[src/sv/bps_pkg.sv]
// Shared types, constants and arithmetic helpers for the boid particle step.
// Used by every module of the block but bps_sqrt; depends on nothing.
`default_nettype none

package bps_pkg;

  localparam int FB       = 16;
  localparam int ONE      = 1 << FB;
  localparam int HALF_ONE = ONE / 2;
  localparam int K002     = (ONE + 25) / 50;
  localparam int K01      = (ONE + 5) / 10;
  localparam int K02      = (ONE + 2) / 5;
  localparam int K00005   = (ONE + 1000) / 2000;
  localparam int THRESH   = 100 * ONE;
  localparam int QW       = 24;   // quotient bits of the divider

  localparam logic signed [67:0] MAX32 = 68'sd2147483647;
  localparam logic signed [67:0] MIN32 = -68'sd2147483648;

  typedef enum logic [2:0] {
    CFG_MAX_SPEED   = 3'd0,
    CFG_MIN_SPEED   = 3'd1,
    CFG_SPEED_MULT  = 3'd2,
    CFG_DECAY       = 3'd3,
    CFG_TAIL_LENGTH = 3'd4
  } cfg_idx_t;

  typedef enum logic [5:0] {
    CMD_NOP, CMD_LOAD, CMD_PLACE, CMD_OUT,
    CMD_DIFF, CMD_DSQ, CMD_VSQ, CMD_ACC, CMD_SQRT,
    CMD_PSCALE, CMD_PRND, CMD_PMUL, CMD_PDIV, CMD_PUPD,
    CMD_CRW1, CMD_CRW2, CMD_CRW3, CMD_FEAR1, CMD_FEAR2,
    CMD_VADD, CMD_MX, CMD_MXC, CMD_MN, CMD_MNC,
    CMD_NDIV, CMD_NWR, CMD_LMUL, CMD_LWR, CMD_FMUL, CMD_FWR,
    CMD_SMUL, CMD_SWR, CMD_TMUL, CMD_TWR, CMD_DMUL, CMD_DWR
  } cmd_t;

  typedef enum logic [2:0] {
    COND_PLACE, COND_TICK, COND_PULL, COND_FAR
  } cond_t;

  typedef struct packed {
    cmd_t       cmd;
    logic [1:0] axis;
    logic       waits;
    cond_t      cond;
  } uop_t;

  typedef struct packed {
    cmd_t       cmd;
    logic [1:0] axis;
  } dp_cmd_t;

  typedef struct packed {
    logic op;
    logic pull;
    logic far;
    logic busy;
    logic out_free;
  } dp_stat_t;

  localparam logic [6:0] UC_LAST = 7'd76;

  function automatic uop_t mk(input cmd_t c, input logic [1:0] a, input logic w,
                              input cond_t k);
    uop_t u;
    u.cmd = c;
    u.axis = a;
    u.waits = w;
    u.cond = k;
    return u;
  endfunction

  // Step list of one item
  function automatic uop_t ucode(input logic [6:0] s);
    uop_t u;
    case (s)
      7'd0:  u = mk(CMD_PLACE,  2'd0, 1'b0, COND_PLACE);
      7'd1:  u = mk(CMD_DIFF,   2'd0, 1'b0, COND_PULL);
      7'd2:  u = mk(CMD_DIFF,   2'd1, 1'b0, COND_PULL);
      7'd3:  u = mk(CMD_DIFF,   2'd2, 1'b0, COND_PULL);
      7'd4:  u = mk(CMD_DSQ,    2'd0, 1'b0, COND_PULL);
      7'd5:  u = mk(CMD_ACC,    2'd0, 1'b0, COND_PULL);
      7'd6:  u = mk(CMD_DSQ,    2'd1, 1'b0, COND_PULL);
      7'd7:  u = mk(CMD_ACC,    2'd1, 1'b0, COND_PULL);
      7'd8:  u = mk(CMD_DSQ,    2'd2, 1'b0, COND_PULL);
      7'd9:  u = mk(CMD_ACC,    2'd2, 1'b0, COND_PULL);
      7'd10: u = mk(CMD_SQRT,   2'd0, 1'b1, COND_PULL);
      7'd11: u = mk(CMD_PSCALE, 2'd0, 1'b0, COND_PULL);
      7'd12: u = mk(CMD_PRND,   2'd0, 1'b0, COND_FAR);
      7'd13: u = mk(CMD_PMUL,   2'd0, 1'b0, COND_FAR);
      7'd14: u = mk(CMD_PDIV,   2'd0, 1'b1, COND_FAR);
      7'd15: u = mk(CMD_PUPD,   2'd0, 1'b0, COND_FAR);
      7'd16: u = mk(CMD_PMUL,   2'd1, 1'b0, COND_FAR);
      7'd17: u = mk(CMD_PDIV,   2'd1, 1'b1, COND_FAR);
      7'd18: u = mk(CMD_PUPD,   2'd1, 1'b0, COND_FAR);
      7'd19: u = mk(CMD_PMUL,   2'd2, 1'b0, COND_FAR);
      7'd20: u = mk(CMD_PDIV,   2'd2, 1'b1, COND_FAR);
      7'd21: u = mk(CMD_PUPD,   2'd2, 1'b0, COND_FAR);
      7'd22: u = mk(CMD_CRW1,   2'd0, 1'b0, COND_TICK);
      7'd23: u = mk(CMD_CRW2,   2'd0, 1'b0, COND_TICK);
      7'd24: u = mk(CMD_CRW3,   2'd0, 1'b0, COND_TICK);
      7'd25: u = mk(CMD_FEAR1,  2'd0, 1'b0, COND_TICK);
      7'd26: u = mk(CMD_FEAR2,  2'd0, 1'b0, COND_TICK);
      7'd27: u = mk(CMD_VADD,   2'd0, 1'b0, COND_TICK);
      7'd28: u = mk(CMD_VADD,   2'd1, 1'b0, COND_TICK);
      7'd29: u = mk(CMD_VADD,   2'd2, 1'b0, COND_TICK);
      7'd30: u = mk(CMD_VSQ,    2'd0, 1'b0, COND_TICK);
      7'd31: u = mk(CMD_ACC,    2'd0, 1'b0, COND_TICK);
      7'd32: u = mk(CMD_VSQ,    2'd1, 1'b0, COND_TICK);
      7'd33: u = mk(CMD_ACC,    2'd1, 1'b0, COND_TICK);
      7'd34: u = mk(CMD_VSQ,    2'd2, 1'b0, COND_TICK);
      7'd35: u = mk(CMD_ACC,    2'd2, 1'b0, COND_TICK);
      7'd36: u = mk(CMD_SQRT,   2'd0, 1'b1, COND_TICK);
      7'd37: u = mk(CMD_MX,     2'd0, 1'b0, COND_TICK);
      7'd38: u = mk(CMD_MXC,    2'd0, 1'b0, COND_TICK);
      7'd39: u = mk(CMD_MN,     2'd0, 1'b0, COND_TICK);
      7'd40: u = mk(CMD_MNC,    2'd0, 1'b0, COND_TICK);
      7'd41: u = mk(CMD_NDIV,   2'd0, 1'b1, COND_TICK);
      7'd42: u = mk(CMD_NWR,    2'd0, 1'b0, COND_TICK);
      7'd43: u = mk(CMD_NDIV,   2'd1, 1'b1, COND_TICK);
      7'd44: u = mk(CMD_NWR,    2'd1, 1'b0, COND_TICK);
      7'd45: u = mk(CMD_NDIV,   2'd2, 1'b1, COND_TICK);
      7'd46: u = mk(CMD_NWR,    2'd2, 1'b0, COND_TICK);
      7'd47: u = mk(CMD_LMUL,   2'd0, 1'b0, COND_TICK);
      7'd48: u = mk(CMD_LWR,    2'd0, 1'b0, COND_TICK);
      7'd49: u = mk(CMD_LMUL,   2'd1, 1'b0, COND_TICK);
      7'd50: u = mk(CMD_LWR,    2'd1, 1'b0, COND_TICK);
      7'd51: u = mk(CMD_LMUL,   2'd2, 1'b0, COND_TICK);
      7'd52: u = mk(CMD_LWR,    2'd2, 1'b0, COND_TICK);
      7'd53: u = mk(CMD_FMUL,   2'd0, 1'b0, COND_TICK);
      7'd54: u = mk(CMD_FWR,    2'd0, 1'b0, COND_TICK);
      7'd55: u = mk(CMD_FMUL,   2'd1, 1'b0, COND_TICK);
      7'd56: u = mk(CMD_FWR,    2'd1, 1'b0, COND_TICK);
      7'd57: u = mk(CMD_FMUL,   2'd2, 1'b0, COND_TICK);
      7'd58: u = mk(CMD_FWR,    2'd2, 1'b0, COND_TICK);
      7'd59: u = mk(CMD_SMUL,   2'd0, 1'b0, COND_TICK);
      7'd60: u = mk(CMD_SWR,    2'd0, 1'b0, COND_TICK);
      7'd61: u = mk(CMD_SMUL,   2'd1, 1'b0, COND_TICK);
      7'd62: u = mk(CMD_SWR,    2'd1, 1'b0, COND_TICK);
      7'd63: u = mk(CMD_SMUL,   2'd2, 1'b0, COND_TICK);
      7'd64: u = mk(CMD_SWR,    2'd2, 1'b0, COND_TICK);
      7'd65: u = mk(CMD_TMUL,   2'd0, 1'b0, COND_TICK);
      7'd66: u = mk(CMD_TWR,    2'd0, 1'b0, COND_TICK);
      7'd67: u = mk(CMD_TMUL,   2'd1, 1'b0, COND_TICK);
      7'd68: u = mk(CMD_TWR,    2'd1, 1'b0, COND_TICK);
      7'd69: u = mk(CMD_TMUL,   2'd2, 1'b0, COND_TICK);
      7'd70: u = mk(CMD_TWR,    2'd2, 1'b0, COND_TICK);
      7'd71: u = mk(CMD_DMUL,   2'd0, 1'b0, COND_TICK);
      7'd72: u = mk(CMD_DWR,    2'd0, 1'b0, COND_TICK);
      7'd73: u = mk(CMD_DMUL,   2'd1, 1'b0, COND_TICK);
      7'd74: u = mk(CMD_DWR,    2'd1, 1'b0, COND_TICK);
      7'd75: u = mk(CMD_DMUL,   2'd2, 1'b0, COND_TICK);
      7'd76: u = mk(CMD_DWR,    2'd2, 1'b0, COND_TICK);
      default: u = mk(CMD_NOP,  2'd0, 1'b0, COND_PLACE);
    endcase
    return u;
  endfunction

  function automatic logic signed [67:0] sx32(input logic signed [31:0] v);
    return {{36{v[31]}}, v};
  endfunction

  function automatic logic signed [31:0] sat32(input logic signed [67:0] v);
    logic signed [31:0] r;
    if (v > MAX32) r = 32'sh7fffffff;
    else if (v < MIN32) r = 32'sh80000000;
    else r = v[31:0];
    return r;
  endfunction

  // Drop FB fraction bits, round half away from zero
  function automatic logic signed [67:0] fround(input logic signed [67:0] p);
    logic [67:0] m;
    logic [67:0] q;
    m = p[67] ? 68'(-p) : 68'(p);
    q = (m + 68'(HALF_ONE)) >> FB;
    return p[67] ? $signed(-q) : $signed(q);
  endfunction

endpackage

`default_nettype wire

[src/sv/bps_ctrl.sv]
// Controller: accepts a word, walks the step list from bps_pkg::ucode,
// waits on the iterative units and hands the result to the output register.
`default_nettype none

module bps_ctrl (
  input  wire logic              clk,
  input  wire logic              rst_n,
  input  wire logic              in_valid,
  output logic                   in_stall,
  output bps_pkg::dp_cmd_t       cmd,
  input  wire bps_pkg::dp_stat_t stat
);

  typedef enum logic [3:0] {
    S_IDLE = 4'b0001,
    S_RUN  = 4'b0010,
    S_WAIT = 4'b0100,
    S_DONE = 4'b1000
  } state_t;

  state_t        state_r, state_nxt;
  logic [6:0]    step_r, step_nxt;
  bps_pkg::uop_t u;
  logic          cond_ok;

  assign u = bps_pkg::ucode(step_r);

  always_comb begin
    case (u.cond)
      bps_pkg::COND_PLACE: cond_ok = stat.op;
      bps_pkg::COND_TICK:  cond_ok = !stat.op;
      bps_pkg::COND_PULL:  cond_ok = !stat.op && stat.pull;
      bps_pkg::COND_FAR:   cond_ok = !stat.op && stat.pull && stat.far;
      default:             cond_ok = 1'b0;
    endcase
  end

  always_comb begin
    state_nxt = state_r;
    step_nxt  = step_r;
    cmd.cmd   = bps_pkg::CMD_NOP;
    cmd.axis  = 2'd0;
    case (state_r)
      S_IDLE: begin
        if (in_valid) begin
          cmd.cmd   = bps_pkg::CMD_LOAD;
          step_nxt  = '0;
          state_nxt = S_RUN;
        end
      end
      S_RUN: begin
        if (cond_ok) begin
          cmd.cmd  = u.cmd;
          cmd.axis = u.axis;
        end
        if (cond_ok && u.waits) begin
          state_nxt = S_WAIT;
        end else if (step_r == bps_pkg::UC_LAST) begin
          state_nxt = S_DONE;
        end else begin
          step_nxt = step_r + 7'd1;
        end
      end
      S_WAIT: begin
        if (!stat.busy) begin
          if (step_r == bps_pkg::UC_LAST) begin
            state_nxt = S_DONE;
          end else begin
            step_nxt  = step_r + 7'd1;
            state_nxt = S_RUN;
          end
        end
      end
      S_DONE: begin
        if (stat.out_free) begin
          cmd.cmd   = bps_pkg::CMD_OUT;
          state_nxt = S_IDLE;
        end
      end
      default: state_nxt = S_IDLE;
    endcase
  end

  always_ff @(posedge clk) begin
    if (!rst_n) begin
      state_r <= S_IDLE;
      step_r  <= '0;
    end else begin
      state_r <= state_nxt;
      step_r  <= step_nxt;
    end
  end

  assign in_stall = (state_r != S_IDLE);

endmodule

`default_nettype wire

[config.mk]
export PLATFORM = sky130hd
export DESIGN_NAME = bps_ctrl
export DESIGN_NICKNAME = d
export VERILOG_FILES = /design/src/sv/bps_pkg.sv /design/src/sv/bps_ctrl.sv
export SDC_FILE = /design/constraint.sdc
export NUM_CORES = 1
export LEC_CHECK = 0
export BUFFER_PORTS_ARGS = -buffer_cell sky130_fd_sc_hd__clkbuf_2
export CORE_MARGIN = 5
export CORE_UTILIZATION = 48
export DETAILED_ROUTE_END_ITERATION = 8
export PLACE_DENSITY = 0.67
export SETUP_SLACK_MARGIN = 0.2
export SLEW_MARGIN = 10
export SYNTH_ARGS = -nofsm -noshare
export SYNTH_HDL_FRONTEND = slang
export SYNTH_SLANG_ARGS = --single-unit
[constraint.sdc]
create_clock -name clk -period 3.4 [get_ports clk]
set_input_delay 0.34 -clock clk [delete_from_list [all_inputs] [get_ports clk]]
set_output_delay 0.34 -clock clk [all_outputs]
set_load 0.05 [all_outputs]
==> summary.md <==
| Metric | Value |
|---|---|
| DR DRC count | 0 |
| Io pins | 17 |
| # fillers | 418 |
| Commonest cells post-synth | nor2_1 (23), dfxtp_1 (22), a21oi_1 (19) |
| Ant diodes | 0 |
| First-pass GRT wire length | 9.67 mm |
| Total GRT Usage | 0.192 |
| Critical path required time | 3.53 ns |
| Psw | 0.255 mW |
| Worst Setup End Kind | flip-flop |
| Most common cell in the synthesized netlist | nor2_1 |
| Clock power share | 0.323 |
| Final Net Count | 311 |
| Vert. Die Dim | 77.6 microns |
| Status | finished, final reports clean |
| Net Count, Synth | 299 |
| Hold Crit Class | in -> reg |
| Register share of total power | 0.371 |
| Initial Util | 0.500 |
| P_int | 0.517 mW |
| Top_reg_cell synth | dfxtp_1 |
| Synthesized instance count | 278 |
| Post-Route Setup TNS | 0 ns |
| Max_slew headroom | 0.567 |
| Iteration-0 DRC Markers | 253 |
| Antenna violations before repair | 0 |
| Max cap viols | 0 |
| Power share of the combinational group | 0.307 |
| # port buffers | 16 |
| GR Overflow Total | 0 |
| Antenna viol nets, final | 0 |
| Leakage | 0.969 nW |
| Router iterations before antenna repair | 4 |
| HPWL Detailed | 4.43 mm |
| Synth cell types | 74 |
| Inst Count DP | 336 |
| Fraction of layout cells with a size suffix above 1 | 0.208 |
| Layout Skew | 0.00478 ns |
| Min-Delay Path Depth | 4 |
| Share of the synthesized area in the top cell type | 0.201 |
| CTS tree | built |
| H-tree Lvls | 1 |
| Clock Path Buffers | 2 |
| WS Path Type | reg -> reg |
| Area growth from synthesis to layout | 8.79% |
| Row cnt | 24 |
| Maximum fanout along the worst path | 15 |
| Period utilisation layout | 0.892 |
| Syn_area_per_cell | 7.89 sq um |
| Vias per Instance | 6.51 |
| Sw Ratio | 0.331 |
| Final WL | 5.88 mm |
| Unrepaired setup endpoints after global routing | yes |
| Final Non-Filler Cells | 341 |
| Full die area | 6020 sq um |
| Slew @ Worst Pin | 0.641 ns |
| CTS buffer count | 3 |
| Syn Std Cell Area | 2190 sq um |
| RePlAce Congestion | 0.916 |
| Reg area | 443 sq um |
| Final setup violation count | 0 |
| Min cycle time layout | 3.03 ns |
| DIE WIDTH | 77.6 microns |
| Vias | 2221 |
| WL/cell | 17.2 microns |
| Worst r2r path cells | 12 |
| Flop and latch count out of synthesis | 22 |
| Largest net degree at the start of global routing | 23 |
| Core area | 4380 sq um |
| Worst-skew pair later-pin latency | 0.27 ns |
| Final Max Tran Viols | 0 |
| Worst VDD drop | 0.176 mV |
| WP data arrival | 3.16 ns |
| Hold_buf cts | 0 |
| Max Freq | 330 MHz |
| Hold Violations, Final | 0 |
| Sequential share of the synthesized area | 0.201 |
| Dominant cells by area after synthesis | dfxtp_1 (20%), ha_1 (7.4%), a21oi_1 (4.3%) |
| Pwr/cell area | 324 nW/um^2 |
| Clock Tree Root | clkbuf_8 |
| Largest area contributor in the netlist | dfxtp_1 |
| Number of flops mapped to enable cells by yosys | 0 |
| Vias in the first global route | 1940 |
| Async SR Flop Fraction | 0 |
| TritonCTS Sinks | 22 |
| Ys Warns | 0 |
| Critical path launch point type | flip-flop |
| CTS clk-pin slew, worst paths | 0.09 ns |
| Area of the multi-input gates | 1590 sq um |
## area by class of cell
class                   count  share of cell area
clock buffers               3              0.0173
clock inverters             1              0.0126
inverters                  15              0.0268
multi-input cells         222               0.665
flip-flops and latches     22               0.186
well taps                  52              0.0273
repair buffers             26              0.0651
## cell families after synthesis
kind of cell,after synthesis,synth area share
simple gates,115,0.299
compound gates,87,0.310
buf+inv,34,0.0862
flops,22,0.201
fa+ha+maj,13,0.0742
mux,4,0.0183
xor+xnor,3,0.0120
## sequential cells by signal, summed over array words and instances, names as in the netlist
register	flops
state_r	4
step_r	7
u	11
## power groups by stage
| stage | sequential (mW) | clock, mW | combinational (mW) |
|---|---|---|---|
| final | 0.286 | 0.249 | 0.237 |
| after global routing | 0.288 | 0.269 | 0.256 |
| after CTS | 0.286 | 0.255 | 0.231 |
| after detailed placement | 0.292 | 0 | 0.225 |
| after global placement | 0.292 | 0 | 0.225 |
| after floorplan | 0.285 | 0 | 0.180 |
## critical path, stage by stage, from the launching register on
cell	delay, ns
dfxtp_1	0.41
inv_1	0.09
ha_1	0.20
and4bb_2	0.23
and3_1	0.27
nor4b_2	0.27
nand3_1	0.16
a21o_4	0.32
inv_4	0.16
nand2_1	0.14
or3_1	0.34
o2111ai_1	0.10
o221ai_1	0.17
## metrics by stage
stage          hold WS, ns  instance area (sq um)  power (mW)  worst slack, ns  utilization
3_3_place_gp         0.554                   2270       0.516            0.232        0.519
5_1_grt              0.460                   2380       0.813            0.177        0.544
4_1_cts              0.423                   2350       0.771            0.250        0.537
6_report             0.438                   2380       0.772            0.367        0.544
3_5_place_dp         0.553                   2270       0.517            0.174        0.519
2_1_floorplan        0.510                   2190       0.465            0.250            -
## metal layers
layer  vias to the layer above  global-route usage  routed length [microns]
met2                       110               0.311                     2710
li1                       1065                   -                        -
met5                         -                   0                        0
met4                         0              0.0447                       64
met1                      1038               0.273                     2670
met3                         8              0.0197                      441
## cell usage in the layout (no fill, tap or decap), types with 2 or more instances in the layout
cell       synthesis  layout
o221ai_1           3       3
ha_1              13      11
xnor2_1            2       2
nor2_1            23      23
a211oi_1           4       4
clkbuf_8           0       3
o21a_1             2       2
nand2_1           18      18
a31oi_1            3       2
a32oi_1            2       2
o311ai_0           3       3
inv_2              1       3
nand4_1            3       3
mux2i_1            4       4
nand3_1           15      14
dfxtp_1           22      20
and3_1             7       7
nor4b_1            3       2
o21ai_1            2       3
ha_2               0       2
o2111ai_1          2       2
o31ai_4            2       2
a211o_1            3       3
and2_1             9       9
inv_1             12       9
o31ai_1            4       4
nor2b_1            2       2
nand2b_1           5       5
a311o_1            3       3
or3_1              5       5
a221o_1            2       2
nor3_2             2       2
o22ai_1            3       3
buf_4              1      10
nor3_1             8       8
dfxtp_2            0       2
o21ai_0           12      11
a21oi_1           19      19
clkbuf_2           0      16
## worst paths after layout
check	from	endpoint	slack, ns
hold reg to reg	step_r[1]	step_r[1]	0.57
hold / removal	stat[0]	state_r[3]	0.44
setup / recovery	step_r[0]	u[7]	0.37
setup reg to reg	step_r[0]	u[7]	0.37
## what timing repair did
| action | CTS | global route |
|---|---|---|
| pin swaps | 1 | 1 |
| buffers inserted | 1 | 0 |
| setup endpoints to repair | 1 | 8 |
| gates resized for setup | 1 | 14 |
No activity file was read; power rests on OpenSTA's default activity.
